[config.mk]
export PLATFORM = sky130hd
export DESIGN_NAME = line_break_pair_classifier
export DESIGN_NICKNAME = d
export VERILOG_FILES = /design/src/rtl/lbpc_pkg.sv /design/src/rtl/line_break_pair_classifier.sv
export SDC_FILE = /design/constraint.sdc
export NUM_CORES = 1
export LEC_CHECK = 0
export BUFFER_PORTS_ARGS = -buffer_cell sky130_fd_sc_hd__buf_2
export CAP_MARGIN = 20
export CORE_ASPECT_RATIO = 0.5
export CORE_MARGIN = 2
export CORE_UTILIZATION = 55
export DETAILED_ROUTE_END_ITERATION = 7
export PLACE_DENSITY = 0.8
export SYNTH_ARGS = -nofsm -noshare
export SYNTH_HDL_FRONTEND = slang
export SYNTH_SLANG_ARGS = --single-unit
[constraint.sdc]
create_clock -name clk -period 4.03 [get_ports clk]
set_clock_uncertainty 0.05 [all_clocks]
set_input_delay 0.2015 -clock clk [delete_from_list [all_inputs] [get_ports clk]]
set_output_delay 0.2015 -clock clk [all_outputs]
set_load 0.005 [all_outputs]
[src/rtl/lbpc_pkg.sv]
`timescale 1ns / 1ps
`default_nettype none
// ----------------------------------------------------------------------------
// lbpc_pkg
// Classes, break codes, range table and pair rules for the line-break
// pair classifier.
// ----------------------------------------------------------------------------
package lbpc_pkg;

	typedef enum logic [4:0] {
		CL_XX, CL_BK, CL_CR, CL_LF, CL_SP, CL_EX, CL_QU, CL_PR, CL_OP, CL_CP, CL_CL,
		CL_IS, CL_HY, CL_NU, CL_AL, CL_HL, CL_ID, CL_H2, CL_H3, CL_CM, CL_ZW, CL_ZWJ,
		CL_BA, CL_GL, CL_WJ, CL_RI
	} lb_class_t;

	typedef enum logic [1:0] {
		ST_MUST  = 2'd0,
		ST_NO    = 2'd1,
		ST_MAY   = 2'd2,
		ST_ALNUM = 2'd3
	} lb_status_t;

	typedef enum logic [1:0] {
		MK_NONE,
		MK_MAND,
		MK_PROH,
		MK_OPP
	} lb_marker_t;

	typedef enum logic [2:0] {
		REG_UNICODE_ZONE_MAX,
		REG_CONTROL_ZONE_MIN,
		REG_CONTROL_ZONE_MAX,
		REG_NATIVE_WORD_MIN,
		REG_BASE_SPACE_MAX,
		REG_MARKER_MANDATORY,
		REG_MARKER_PROHIBITED,
		REG_MARKER_OPPORTUNISTIC
	} lb_reg_t;

	localparam int unsigned CP_W      = 64;
	localparam int unsigned TBL_W     = 17;
	localparam int unsigned NRANGES   = 47;
	localparam logic [CP_W-1:0] NATIVE_MAX = 64'h0000_0000_00FF_FFFF;

	localparam logic [TBL_W-1:0] RNG_LO [NRANGES] = '{
		17'h0000A, 17'h0000D, 17'h00020, 17'h00021, 17'h00022, 17'h00024, 17'h00027,
		17'h00028, 17'h00029, 17'h0002C, 17'h0002D, 17'h0002E, 17'h00030, 17'h0003A,
		17'h0003F, 17'h00041, 17'h0005B, 17'h0005D, 17'h00061, 17'h0007B, 17'h0007D,
		17'h000A0, 17'h000A3, 17'h000A5, 17'h000C0, 17'h00300, 17'h00370, 17'h00400,
		17'h005D0, 17'h0200B, 17'h0200D, 17'h02010, 17'h02011, 17'h02018, 17'h02028,
		17'h0202F, 17'h02060, 17'h02E80, 17'h03001, 17'h03002, 17'h03041, 17'h03400,
		17'h04E00, 17'h0AC00, 17'h0AC01, 17'h0F900, 17'h1F1E6
	};

	localparam logic [TBL_W-1:0] RNG_HI [NRANGES] = '{
		17'h0000B, 17'h0000D, 17'h00020, 17'h00021, 17'h00022, 17'h00024, 17'h00027,
		17'h00028, 17'h00029, 17'h0002C, 17'h0002D, 17'h0002E, 17'h00039, 17'h0003B,
		17'h0003F, 17'h0005A, 17'h0005B, 17'h0005D, 17'h0007A, 17'h0007B, 17'h0007D,
		17'h000A0, 17'h000A3, 17'h000A5, 17'h0024F, 17'h0036F, 17'h003FF, 17'h0052F,
		17'h005EA, 17'h0200B, 17'h0200D, 17'h02010, 17'h02011, 17'h0201F, 17'h02029,
		17'h0202F, 17'h02060, 17'h02FFF, 17'h03001, 17'h03002, 17'h030FF, 17'h04DBF,
		17'h09FFF, 17'h0AC00, 17'h0D7A3, 17'h0FAFF, 17'h1F1FF
	};

	localparam lb_class_t RNG_CLS [NRANGES] = '{
		CL_LF, CL_CR, CL_SP, CL_EX, CL_QU, CL_PR, CL_QU, CL_OP, CL_CP,
		CL_IS, CL_HY, CL_IS, CL_NU, CL_IS, CL_EX, CL_AL, CL_OP, CL_CP,
		CL_AL, CL_OP, CL_CP, CL_GL, CL_PR, CL_PR, CL_AL, CL_CM, CL_AL,
		CL_AL, CL_HL, CL_ZW, CL_ZWJ, CL_BA, CL_GL, CL_QU, CL_BK, CL_GL,
		CL_WJ, CL_ID, CL_BA, CL_CL, CL_ID, CL_ID, CL_ID, CL_H2, CL_H3,
		CL_ID, CL_RI
	};

	// ranges are disjoint, so at most one hits
	function automatic lb_class_t table_class(input logic [TBL_W-1:0] cp);
		lb_class_t c;
		c = CL_XX;
		for (int i = 0; i < NRANGES; i++) begin
			if (cp >= RNG_LO[i] && cp <= RNG_HI[i]) begin
				c = RNG_CLS[i];
			end
		end
		return c;
	endfunction

	function automatic logic is_alpha(input lb_class_t c);
		return c == CL_AL || c == CL_HL || c == CL_ID || c == CL_H2 || c == CL_H3;
	endfunction

	function automatic logic is_word(input lb_class_t c);
		return is_alpha(c) || c == CL_NU;
	endfunction

	function automatic lb_status_t pair_status(input lb_class_t p, input lb_class_t c);
		lb_status_t s;
		if (p == CL_CR && c == CL_LF) s = ST_NO;
		else if (p == CL_BK || p == CL_CR || p == CL_LF || c == CL_LF) s = ST_MUST;
		else if (p == CL_WJ || c == CL_WJ) s = ST_NO;
		else if (p == CL_ZW) s = ST_MAY;
		else if (p == CL_GL && c != CL_SP) s = ST_NO;
		else if (p == CL_SP && c == CL_SP) s = ST_NO;
		else if (is_word(p) && is_word(c)) s = ST_NO;
		else if (p == CL_OP) s = ST_NO;
		else if (c == CL_CL || c == CL_CP || c == CL_EX) s = ST_NO;
		else if (c == CL_GL) s = ST_NO;
		else if (p == CL_QU) s = ST_NO;
		else if (is_alpha(p) && c == CL_PR) s = ST_ALNUM;
		else s = ST_MAY;
		return s;
	endfunction

endpackage
`default_nettype wire

[src/rtl/line_break_pair_classifier.sv]
`timescale 1ns / 1ps
`default_nettype none
// ----------------------------------------------------------------------------
// line_break_pair_classifier
// Classifies each code point into a line-break class and judges the boundary
// with the previous class through the pair rules, unless a marker code point sets it.
// ----------------------------------------------------------------------------
// channel   dir  handshake          payload
// s_axis    in   tvalid / tready    tdata = code_point, tuser = start_of_text
// m_axis    out  tvalid / tready    tdata[1:0] = break_status
// cfg       in   cfg_wr_en          cfg_index, cfg_data (64 bit)
//
// Three register stages: input beat, class, result. One beat per cycle
// sustained while m_axis keeps taking results.
// The class stage updates the previous-class register as it hands off.
// arst_n clears valids, previous class (XX) and the first-item flag; the
// config registers return to their defaults.
// A stall on m_axis backs up stage by stage; nothing is dropped.
// ----------------------------------------------------------------------------
module line_break_pair_classifier
	import lbpc_pkg::*;
(
	input  wire logic        clk,
	input  wire logic        arst_n,
	input  wire logic        s_axis_tvalid,
	output logic             s_axis_tready,
	input  wire logic [63:0] s_axis_tdata,   // [63:0] code_point
	input  wire logic [0:0]  s_axis_tuser,   // [0] start_of_text
	output logic             m_axis_tvalid,
	input  wire logic        m_axis_tready,
	output logic [7:0]       m_axis_tdata,   // [1:0] break_status, [7:2] zero
	input  wire logic        cfg_wr_en,
	input  wire logic [2:0]  cfg_index,
	input  wire logic [63:0] cfg_data
);

	logic [CP_W-1:0] uz_max_q, cz_min_q, cz_max_q, nw_min_q, bs_max_q;
	logic [CP_W-1:0] mk_mand_q, mk_proh_q, mk_opp_q;

	always_ff @(posedge clk or negedge arst_n) begin
		if (!arst_n) begin
			uz_max_q  <= 64'h0000_0000_0010_FFFF;
			cz_min_q  <= 64'h0000_0000_0011_0000;
			cz_max_q  <= 64'h0000_0000_0011_FFFF;
			nw_min_q  <= 64'h0000_0000_0012_0000;
			bs_max_q  <= 64'h0000_0000_FFFF_FFFF;
			mk_mand_q <= 64'h0000_0000_0011_0000;
			mk_proh_q <= 64'h0000_0000_0011_0001;
			mk_opp_q  <= 64'h0000_0000_0011_0002;
		end else if (cfg_wr_en) begin
			unique case (lb_reg_t'(cfg_index))
				REG_UNICODE_ZONE_MAX:     uz_max_q  <= cfg_data;
				REG_CONTROL_ZONE_MIN:     cz_min_q  <= cfg_data;
				REG_CONTROL_ZONE_MAX:     cz_max_q  <= cfg_data;
				REG_NATIVE_WORD_MIN:      nw_min_q  <= cfg_data;
				REG_BASE_SPACE_MAX:       bs_max_q  <= cfg_data;
				REG_MARKER_MANDATORY:     mk_mand_q <= cfg_data;
				REG_MARKER_PROHIBITED:    mk_proh_q <= cfg_data;
				REG_MARKER_OPPORTUNISTIC: mk_opp_q  <= cfg_data;
				default: ;
			endcase
		end
	end

	// stage valids and advance chain
	logic s1_v, s2_v, out_v;
	logic out_free, s2_free, s1_free, s2_adv, s1_adv, in_acc;

	assign out_free      = !out_v || m_axis_tready;
	assign s2_adv        = s2_v && out_free;
	assign s2_free       = !s2_v || out_free;
	assign s1_adv        = s1_v && s2_free;
	assign s1_free       = !s1_v || s2_free;
	assign s_axis_tready = s1_free;
	assign in_acc        = s_axis_tvalid && s1_free;

	// stage 1: input beat
	logic [CP_W-1:0] cp_s1;
	logic            start_s1;

	always_ff @(posedge clk or negedge arst_n) begin
		if (!arst_n) begin
			s1_v <= 1'b0;
		end else if (s1_free) begin
			s1_v <= s_axis_tvalid;
		end
	end

	always_ff @(posedge clk) begin
		if (in_acc) begin
			cp_s1    <= s_axis_tdata;
			start_s1 <= s_axis_tuser[0];
		end
	end

	// classification
	lb_class_t  cls_c;
	lb_marker_t mark_c;
	logic       in_uz, in_tbl_span, in_cz, in_nw;

	always_comb begin
		in_uz       = cp_s1 <= uz_max_q;
		in_tbl_span = cp_s1[CP_W-1:TBL_W] == '0;
		in_cz       = cp_s1 >= cz_min_q && cp_s1 <= cz_max_q;
		in_nw       = cp_s1 <= bs_max_q && cp_s1 >= nw_min_q && cp_s1 <= NATIVE_MAX;

		if (cp_s1 == mk_mand_q)      mark_c = MK_MAND;
		else if (cp_s1 == mk_proh_q) mark_c = MK_PROH;
		else if (cp_s1 == mk_opp_q)  mark_c = MK_OPP;
		else                         mark_c = MK_NONE;

		if (in_uz) begin
			cls_c = in_tbl_span ? table_class(cp_s1[TBL_W-1:0]) : CL_XX;
		end else if (mark_c == MK_MAND) begin
			cls_c = CL_BK;
		end else if (mark_c == MK_PROH) begin
			cls_c = CL_GL;
		end else if (mark_c == MK_OPP) begin
			cls_c = CL_BA;
		end else if (in_cz) begin
			cls_c = CL_BK;
		end else if (in_nw) begin
			cls_c = CL_ID;
		end else begin
			cls_c = CL_XX;
		end
	end

	// stage 2: class and marker
	lb_class_t  cls_s2;
	lb_marker_t mark_s2;
	logic       start_s2;

	always_ff @(posedge clk or negedge arst_n) begin
		if (!arst_n) begin
			s2_v <= 1'b0;
		end else if (s2_free) begin
			s2_v <= s1_v;
		end
	end

	always_ff @(posedge clk) begin
		if (s1_adv) begin
			cls_s2   <= cls_c;
			mark_s2  <= mark_c;
			start_s2 <= start_s1;
		end
	end

	// pair judgement against the previous class
	lb_class_t  prev_q;
	logic       seen_q;
	lb_class_t  prev_eff;
	logic       seen_eff;
	lb_status_t status_c;

	always_comb begin
		prev_eff = start_s2 ? CL_XX : prev_q;
		seen_eff = !start_s2 && seen_q;
		if (!seen_eff) begin
			status_c = ST_MUST;
		end else begin
			case (mark_s2)
				MK_MAND: status_c = ST_MUST;
				MK_PROH: status_c = ST_NO;
				MK_OPP:  status_c = ST_MAY;
				default: status_c = pair_status(prev_eff, cls_s2);
			endcase
		end
	end

	always_ff @(posedge clk or negedge arst_n) begin
		if (!arst_n) begin
			prev_q <= CL_XX;
			seen_q <= 1'b0;
		end else if (s2_adv) begin
			prev_q <= cls_s2;
			seen_q <= 1'b1;
		end
	end

	// stage 3: result
	lb_status_t status_q;

	always_ff @(posedge clk or negedge arst_n) begin
		if (!arst_n) begin
			out_v <= 1'b0;
		end else if (out_free) begin
			out_v <= s2_v;
		end
	end

	always_ff @(posedge clk) begin
		if (s2_adv) begin
			status_q <= status_c;
		end
	end

	assign m_axis_tvalid = out_v;
	assign m_axis_tdata  = {6'b0, status_q};

	// checks
	a_first_must: assert property (@(posedge clk) disable iff (!arst_n)
		s2_adv && (start_s2 || !seen_q) |=> status_q == ST_MUST)
		else $error("first beat of a run did not give must break");

	a_mand_marker: assert property (@(posedge clk) disable iff (!arst_n)
		s2_adv && mark_s2 == MK_MAND |=> status_q == ST_MUST)
		else $error("mandatory marker did not give must break");

	a_seen_set: assert property (@(posedge clk) disable iff (!arst_n)
		s2_adv |=> seen_q)
		else $error("first-item flag not set after a beat");

	a_empty_ready: assert property (@(posedge clk) disable iff (!arst_n)
		!s1_v |-> s_axis_tready)
		else $error("input stalled with an empty input stage");

endmodule
`default_nettype wire
=== Word-level counts from Yosys, hierarchy flattened ===
Cells that the tools add are included.

* Word-level logic and storage cells: 328
* Bits in registers: 596

* Reduce and logical (&&, ||, !) cells: 92
* Muxes and demuxes: 71
* Magnitude comparators: 100
* Eq/ne operators: 46

{| class="wikitable"
|+ Operators by type and width
! cell !! count
|-
| $mux W5 || 54
|-
| $ge A17 B14 Y1 const B || 13
|-
| $ge A17 B6 Y1 const B || 13
|-
| $le A17 B6 Y1 const B || 13
|-
| $le A17 B14 Y1 const B || 12
|-
| $eq A64 B64 Y1 || 3
|-
| $le A64 B64 Y1 || 3
|-
| $ge A64 B64 Y1 || 2
|-
| $ge A17 B7 Y1 const B || 6
|-
| $le A17 B7 Y1 const B || 6
|-
| $ge A17 B8 Y1 const B || 4
|-
| $le A17 B16 Y1 const B || 4
|-
| $le A64 B24 Y1 const B || 1
|-
| $logic_and A1 B1 Y1 || 59
|-
| $eq A5 B5 Y1 const B || 11
|-
| $ge A17 B16 Y1 const B || 3
|-
| $le A17 B10 Y1 const B || 3
|-
| $le A17 B8 Y1 const B || 3
|-
| $logic_not A47 Y1 || 1
|-
| $eq A5 B4 Y1 const B || 9
|-
| $ge A17 B10 Y1 const B || 2
|-
| $ge A17 B11 Y1 const B || 2
|-
| $ge A17 B4 Y1 const B || 2
|-
| $le A17 B11 Y1 const B || 2
|-
| 21 further kinds || 78
|}

=== Logic depth before layout (Yosys ltp) ===
* Word-level depth: 51
* Depth in mapped cells: 12

=== Least setup slack after synthesis ===
No wires, ideal clock.

* Path type: register -> register
* Start point: reg cp_s1[14]
* End point: reg cls_s2[0] (data pin)
* Arrival time: 2.426 ns
* Stages on the path, launching flop included: 10
* Path slack: 1.293 ns
* Path buffers: 1
* Setup time: 0.261 ns
* Period minus slack after synthesis: 2.737 ns
* Cells stage by stage: edfxtp_1 > buf_6 > nor3_4 > nand4_2 > or4_1 > nand2b_1 > a21o_1 > nor4_1 > nor4_1 > a311o_1

* Word-level cells in the longest chain between the ends: 51
* Elaborated cells between the ends (all ways): 207

{| class="wikitable"
|+ RTL lines
! item !! RTL line !! text
|-
| start, declared || line_break_pair_classifier.sv:78 || <nowiki>logic [CP_W-1:0] cp_s1;</nowiki>
|-
| start signal, assigned || line_break_pair_classifier.sv:91 || <nowiki>cp_s1 <= s_axis_tdata;</nowiki>
|-
| $ge A17 B4 Y1 or $le A17 B4 Y1 (tied branches) || lbpc_pkg.sv:80 || <nowiki>if (cp >= RNG_LO[i] && cp <= RNG_HI[i]) begin</nowiki>
|-
| $logic_and A1 B1 Y1 || lbpc_pkg.sv:80 ||
|-
| $mux W2 || lbpc_pkg.sv:80 ||
|-
| $mux W5 (46 in series) || lbpc_pkg.sv:80 ||
|-
| $mux W5 || line_break_pair_classifier.sv:113 || <nowiki>cls_c = in_tbl_span ? table_class(cp_s1[TBL_W-1:0]) : CL_XX;</nowiki>
|-
| $mux W5 * || line_break_pair_classifier.sv:112 || <nowiki>if (in_uz) begin</nowiki>
|-
| named net cls_c[0] || line_break_pair_classifier.sv:97 || <nowiki>lb_class_t cls_c;</nowiki>
|-
| end signal, assigned || line_break_pair_classifier.sv:144 || <nowiki>cls_s2 <= cls_c;</nowiki>
|-
| end, declared || line_break_pair_classifier.sv:130 || <nowiki>lb_class_t cls_s2;</nowiki>
|}

Mark *: on every way through the listed nets, which the timed path passes. The rest lies on a longest branch.
A chain may end at the register's enable or synchronous reset.

=== Worst setup path in the final report ===
* Start point: reg cp_s1[23]
* End point: reg cls_s2[0] (data pin)

* Word-level cells in the longest chain between the ends: 9
* Elaborated cells between the ends (all ways): 20

{| class="wikitable"
|+ RTL lines
! item !! RTL line
|-
| branches (longest 8 deep; another with $ge A64 B64 Y1) || -
|-
| $mux W5 * || line_break_pair_classifier.sv:112
|-
| named net cls_c[0] || line_break_pair_classifier.sv:97
|}

Mark *: on every way through the listed nets, which the timed path passes.

==> impl_metrics.xml <==
<?xml version="1.0" encoding="UTF-8"?>
<metrics>
  <group name="clocking">
    <metric name="clock_tree.root_cell" unit="">sky130_fd_sc_hd__clkbuf_16</metric>
    <metric name="clock_tree.htree_level_count" unit="">2</metric>
    <metric name="clock_latency" unit="ps">620</metric>
    <metric name="clk_transition_reported_paths" unit="ps">80</metric>
    <metric name="numClockSinks" unit="">596</metric>
    <metric name="cts-root-to-sink-buffers" unit="">3</metric>
    <metric name="cts_tree" unit="">done</metric>
    <metric name="cts_buffers" unit="">53</metric>
  </group>
  <group name="routing">
    <metric name="post_drt_wl_per_cell" unit="um">24.0</metric>
    <metric name="antenna_violating_nets_post_route" unit="">0</metric>
    <metric name="route.vias.total" unit="">26300</metric>
    <metric name="first_iter_violations" unit="">3396</metric>
    <metric name="finalWirelength" unit="mm">104</metric>
    <metric name="routed_via_count_divided_by_cell_count" unit="">6.09</metric>
    <metric name="drt-pass1-iter-count" unit="">6</metric>
    <metric name="detail_route.drc_violations" unit="">0</metric>
  </group>
  <group name="synthesis">
    <metric name="syn-cell-area" unit="um^2">33000</metric>
    <metric name="synth-edff-count" unit="">75</metric>
    <metric name="seq_area_frac_synth" unit="%">46.7</metric>
    <metric name="synth_ff_type" unit="">sky130_fd_sc_hd__dfrtp_1</metric>
    <metric name="synth_cells" unit="">3177</metric>
    <metric name="synth.avg_cell_area" unit="um^2">10.4</metric>
    <metric name="synth-seq-cells" unit="">596</metric>
    <metric name="yosysWarnings" unit="">0</metric>
    <metric name="synth.distinct_cells" unit="">73</metric>
    <metric name="asyncSetResetFlopFracSynth" unit="%">87.4</metric>
  </group>
  <group name="power">
    <metric name="leakage" unit="uW">0.0168</metric>
    <metric name="worst_ir_drop_vdd" unit="V">0.000340</metric>
    <metric name="pd_cells" unit="nW/um^2">486</metric>
  </group>
  <group name="worst_setup_path">
    <metric name="crit_slowest_cell" unit="">sky130_fd_sc_hd__nor4bb_1</metric>
    <metric name="required" unit="ps">4360</metric>
    <metric name="slowest_delay" unit="ps">670</metric>
    <metric name="worst-path-buf-inv" unit="">0</metric>
    <metric name="critPathMaxFanout" unit="">9</metric>
    <metric name="crit_path_end_kind" unit="">flop</metric>
    <metric name="crit_path_dat" unit="ps">4280</metric>
    <metric name="worst_path_dominant_cell_family" unit="">simple AND/OR/NAND/NOR gates</metric>
    <metric name="crit_path_cell_trace" unit="">ha_1, and4_1, nor4bb_1, nand4_1, a31oi_2, a2111oi_0, a21oi_1, a31oi_1, a311o_1</metric>
    <metric name="ff2ff_path_depth" unit="">9</metric>
    <metric name="path_depth" unit="">9</metric>
    <metric name="path_class" unit="">reg2reg</metric>
    <metric name="crit_path_start_kind" unit="">flop</metric>
  </group>
  <group name="sta">
    <metric name="slew_viol_final" unit="">0</metric>
    <metric name="layout_worst_path_cycle_share" unit="%">98.2</metric>
    <metric name="max_clock_freq" unit="MHz">253</metric>
    <metric name="timing.max_slew.rel_slack" unit="%">28.7</metric>
    <metric name="finalSetupTns" unit="ps">0</metric>
    <metric name="setup_viol_count_final" unit="">0</metric>
    <metric name="post-route-min-period" unit="ps">3960</metric>
    <metric name="finalHoldViolCount" unit="">0</metric>
    <metric name="tightest_slew" unit="ps">1060</metric>
    <metric name="setup_repair_after_global_routing_missed_its_margin" unit="">false</metric>
  </group>
  <group name="floorplanning">
    <metric name="fp-row-count" unit="">63</metric>
    <metric name="die_area" unit="um^2">62100</metric>
    <metric name="die_width" unit="um">350</metric>
    <metric name="io_pins" unit="">147</metric>
    <metric name="initial_core_util" unit="%">55.6</metric>
    <metric name="coreArea" unit="um^2">59300</metric>
    <metric name="floorplan.die.height" unit="um">177</metric>
  </group>
  <group name="layout">
    <metric name="syn_to_final_growth" unit="%">15.3</metric>
    <metric name="final_common_cell" unit="">sky130_fd_sc_hd__dfrtp_1</metric>
    <metric name="final_cell_mix" unit="">442 x sky130_fd_sc_hd__dfrtp_1, 353 x sky130_fd_sc_hd__nand2_1, 333 x sky130_fd_sc_hd__inv_1, 320 x sky130_fd_sc_hd__ha_1, 319 x sky130_fd_sc_hd__o21ai_0</metric>
    <metric name="net_total_in_the_final_layout" unit="">3916</metric>
    <metric name="final_util" unit="%">64.1</metric>
    <metric name="share_of_cells_above_drive_strength_1" unit="%">18.4</metric>
    <metric name="num-fill-cells" unit="">4534</metric>
  </group>
  <group name="grt">
    <metric name="grt_start_max_net_pins" unit="">128</metric>
    <metric name="first_global_vias" unit="">25700</metric>
    <metric name="grt_antenna_before_repair" unit="">5</metric>
    <metric name="grt-ovfl-total" unit="">0</metric>
    <metric name="grt_first_pass_wirelength" unit="mm">158</metric>
    <metric name="grtUsageTotal" unit="%">33.8</metric>
  </group>
  <group name="placed_design">
    <metric name="gp_congestion" unit="">1.03</metric>
    <metric name="hpwlAfterDp" unit="mm">73.1</metric>
    <metric name="port-buffer-count" unit="">140</metric>
  </group>
  <group name="job">
    <metric name="max_cap_viol_count" unit="">0</metric>
  </group>
  <group name="worst_hold_path">
    <metric name="holdCritPathClass" unit="">in2async</metric>
  </group>
  <group name="run_status">
    <metric name="status" unit="">complete, no violations</metric>
  </group>
</metrics>
## flip-flops by register name (all words and copies together), names as in the netlist, 5 cells and up
signal / count
mk_mand_q: 64
cz_min_q: 64
cls_s2: 5
prev_q: 5
bs_max_q: 64
cp_s1: 64
nw_min_q: 64
uz_max_q: 64
mk_proh_q: 64
mk_opp_q: 64
cz_max_q: 64
## power breakdown
part / switching, uW / total (uW) / internal (uW)
logic: 2880 / 4920 / 2040
registers: 707 / 8090 / 7390
clock network: 2410 / 5480 / 3070
total: 6000 / 18500 / 12500
## cell usage after synthesis (all sizes together) (15+ instances only)
cell type / n / area [um^2]
dfstp: 79 / 2080
nor3: 34 / 181
nor4: 61 / 382
nor2: 63 / 244
xor2: 67 / 587
a21oi: 113 / 566
a211oi: 22 / 165
o21ai: 320 / 1600
clkbuf: 93 / 349
buf: 24 / 175
nand3: 48 / 240
a21o: 35 / 263
nand4: 101 / 638
xnor2: 129 / 1130
o211ai: 15 / 113
nand2b: 21 / 131
mux2: 264 / 2970
dfrtp: 442 / 11100
ha: 320 / 4000
nand2: 353 / 1330
nor2b: 15 / 93.8
edfxtp: 75 / 2250
inv: 333 / 1250
## repair_timing
item / in CTS / in global routing
gates cloned: 0 / 0
gates resized for setup: 1 / 1
endpoints found under the hold margin: 631 / 0
setup buffers: 0 / 0
hold buffers: 133 / 0
setup endpoints to repair: 1 / 1
## final cells by class
cell class | instances | area, um^2 | share of cell area, %
antenna | 1 | 2.50 | 0.00658
clock buffer | 79 | 1630 | 4.29
clock inverter | 20 | 210 | 0.553
inverter | 333 | 1250 | 3.29
multi-input combinational | 2136 | 15900 | 41.8
sequential | 596 | 15400 | 40.5
tap | 812 | 1020 | 2.67
timing repair buffer | 339 | 2650 | 6.97
## path summary, 6_finish.rpt
kind,slack (ps),endpoint,startpoint
max,70,cls_s2[0]$_DFFE_PP_,cp_s1[23]$_DFFE_PP_
max in group asynchronous,2630,uz_max_q[59]$_DFFE_PN0P_,arst_n
max reg2reg,70,cls_s2[0]$_DFFE_PP_,cp_s1[23]$_DFFE_PP_
min in group clk,160,mk_proh_q[58]$_DFFE_PN0P_,cfg_wr_en
min,150,cz_min_q[3]$_DFFE_PN0P_,arst_n
min reg2reg,380,start_s2$_DFFE_PP_,start_s1$_DFFE_PP_
## cell families (layout without fill, tap and decap cells)
group | Yosys count | in the layout | synth area share, %
buf+inv | 450 | 771 | 5.38
flops | 596 | 596 | 46.7
xor+xnor | 196 | 196 | 5.20
compound gates | 596 | 596 | 10.4
simple gates | 754 | 754 | 11.2
other cells | 1 | 7 | 0.0114
fa+ha+maj | 320 | 320 | 12.1
mux | 264 | 264 | 9.01
## through the flow
stage	setup slack (ps)	std cells	cell area [um^2]	hold slack [ps]	total power [uW]
6_report	73.5	4316	38000	147	18500
5_1_grt	95.0	4315	38000	174	19300
4_1_cts	170	4315	38000	142	18300
3_5_place_dp	-95.6	4083	34800	266	12800
3_3_place_gp	-98.6	4083	34800	250	12500
2_1_floorplan	1290	3182	33000	-144	11000
## metal layers
layer  vias up  global-route usage, %  wire length, um
met5         -                      0               11
met4         2                   10.6             3720
met3       247                   8.25            12000
met2      1459                   50.1            44200
met1     12900                   48.9            43600
li1      11700                      -                -
Note: power is estimated with default switching activity, not from simulation.
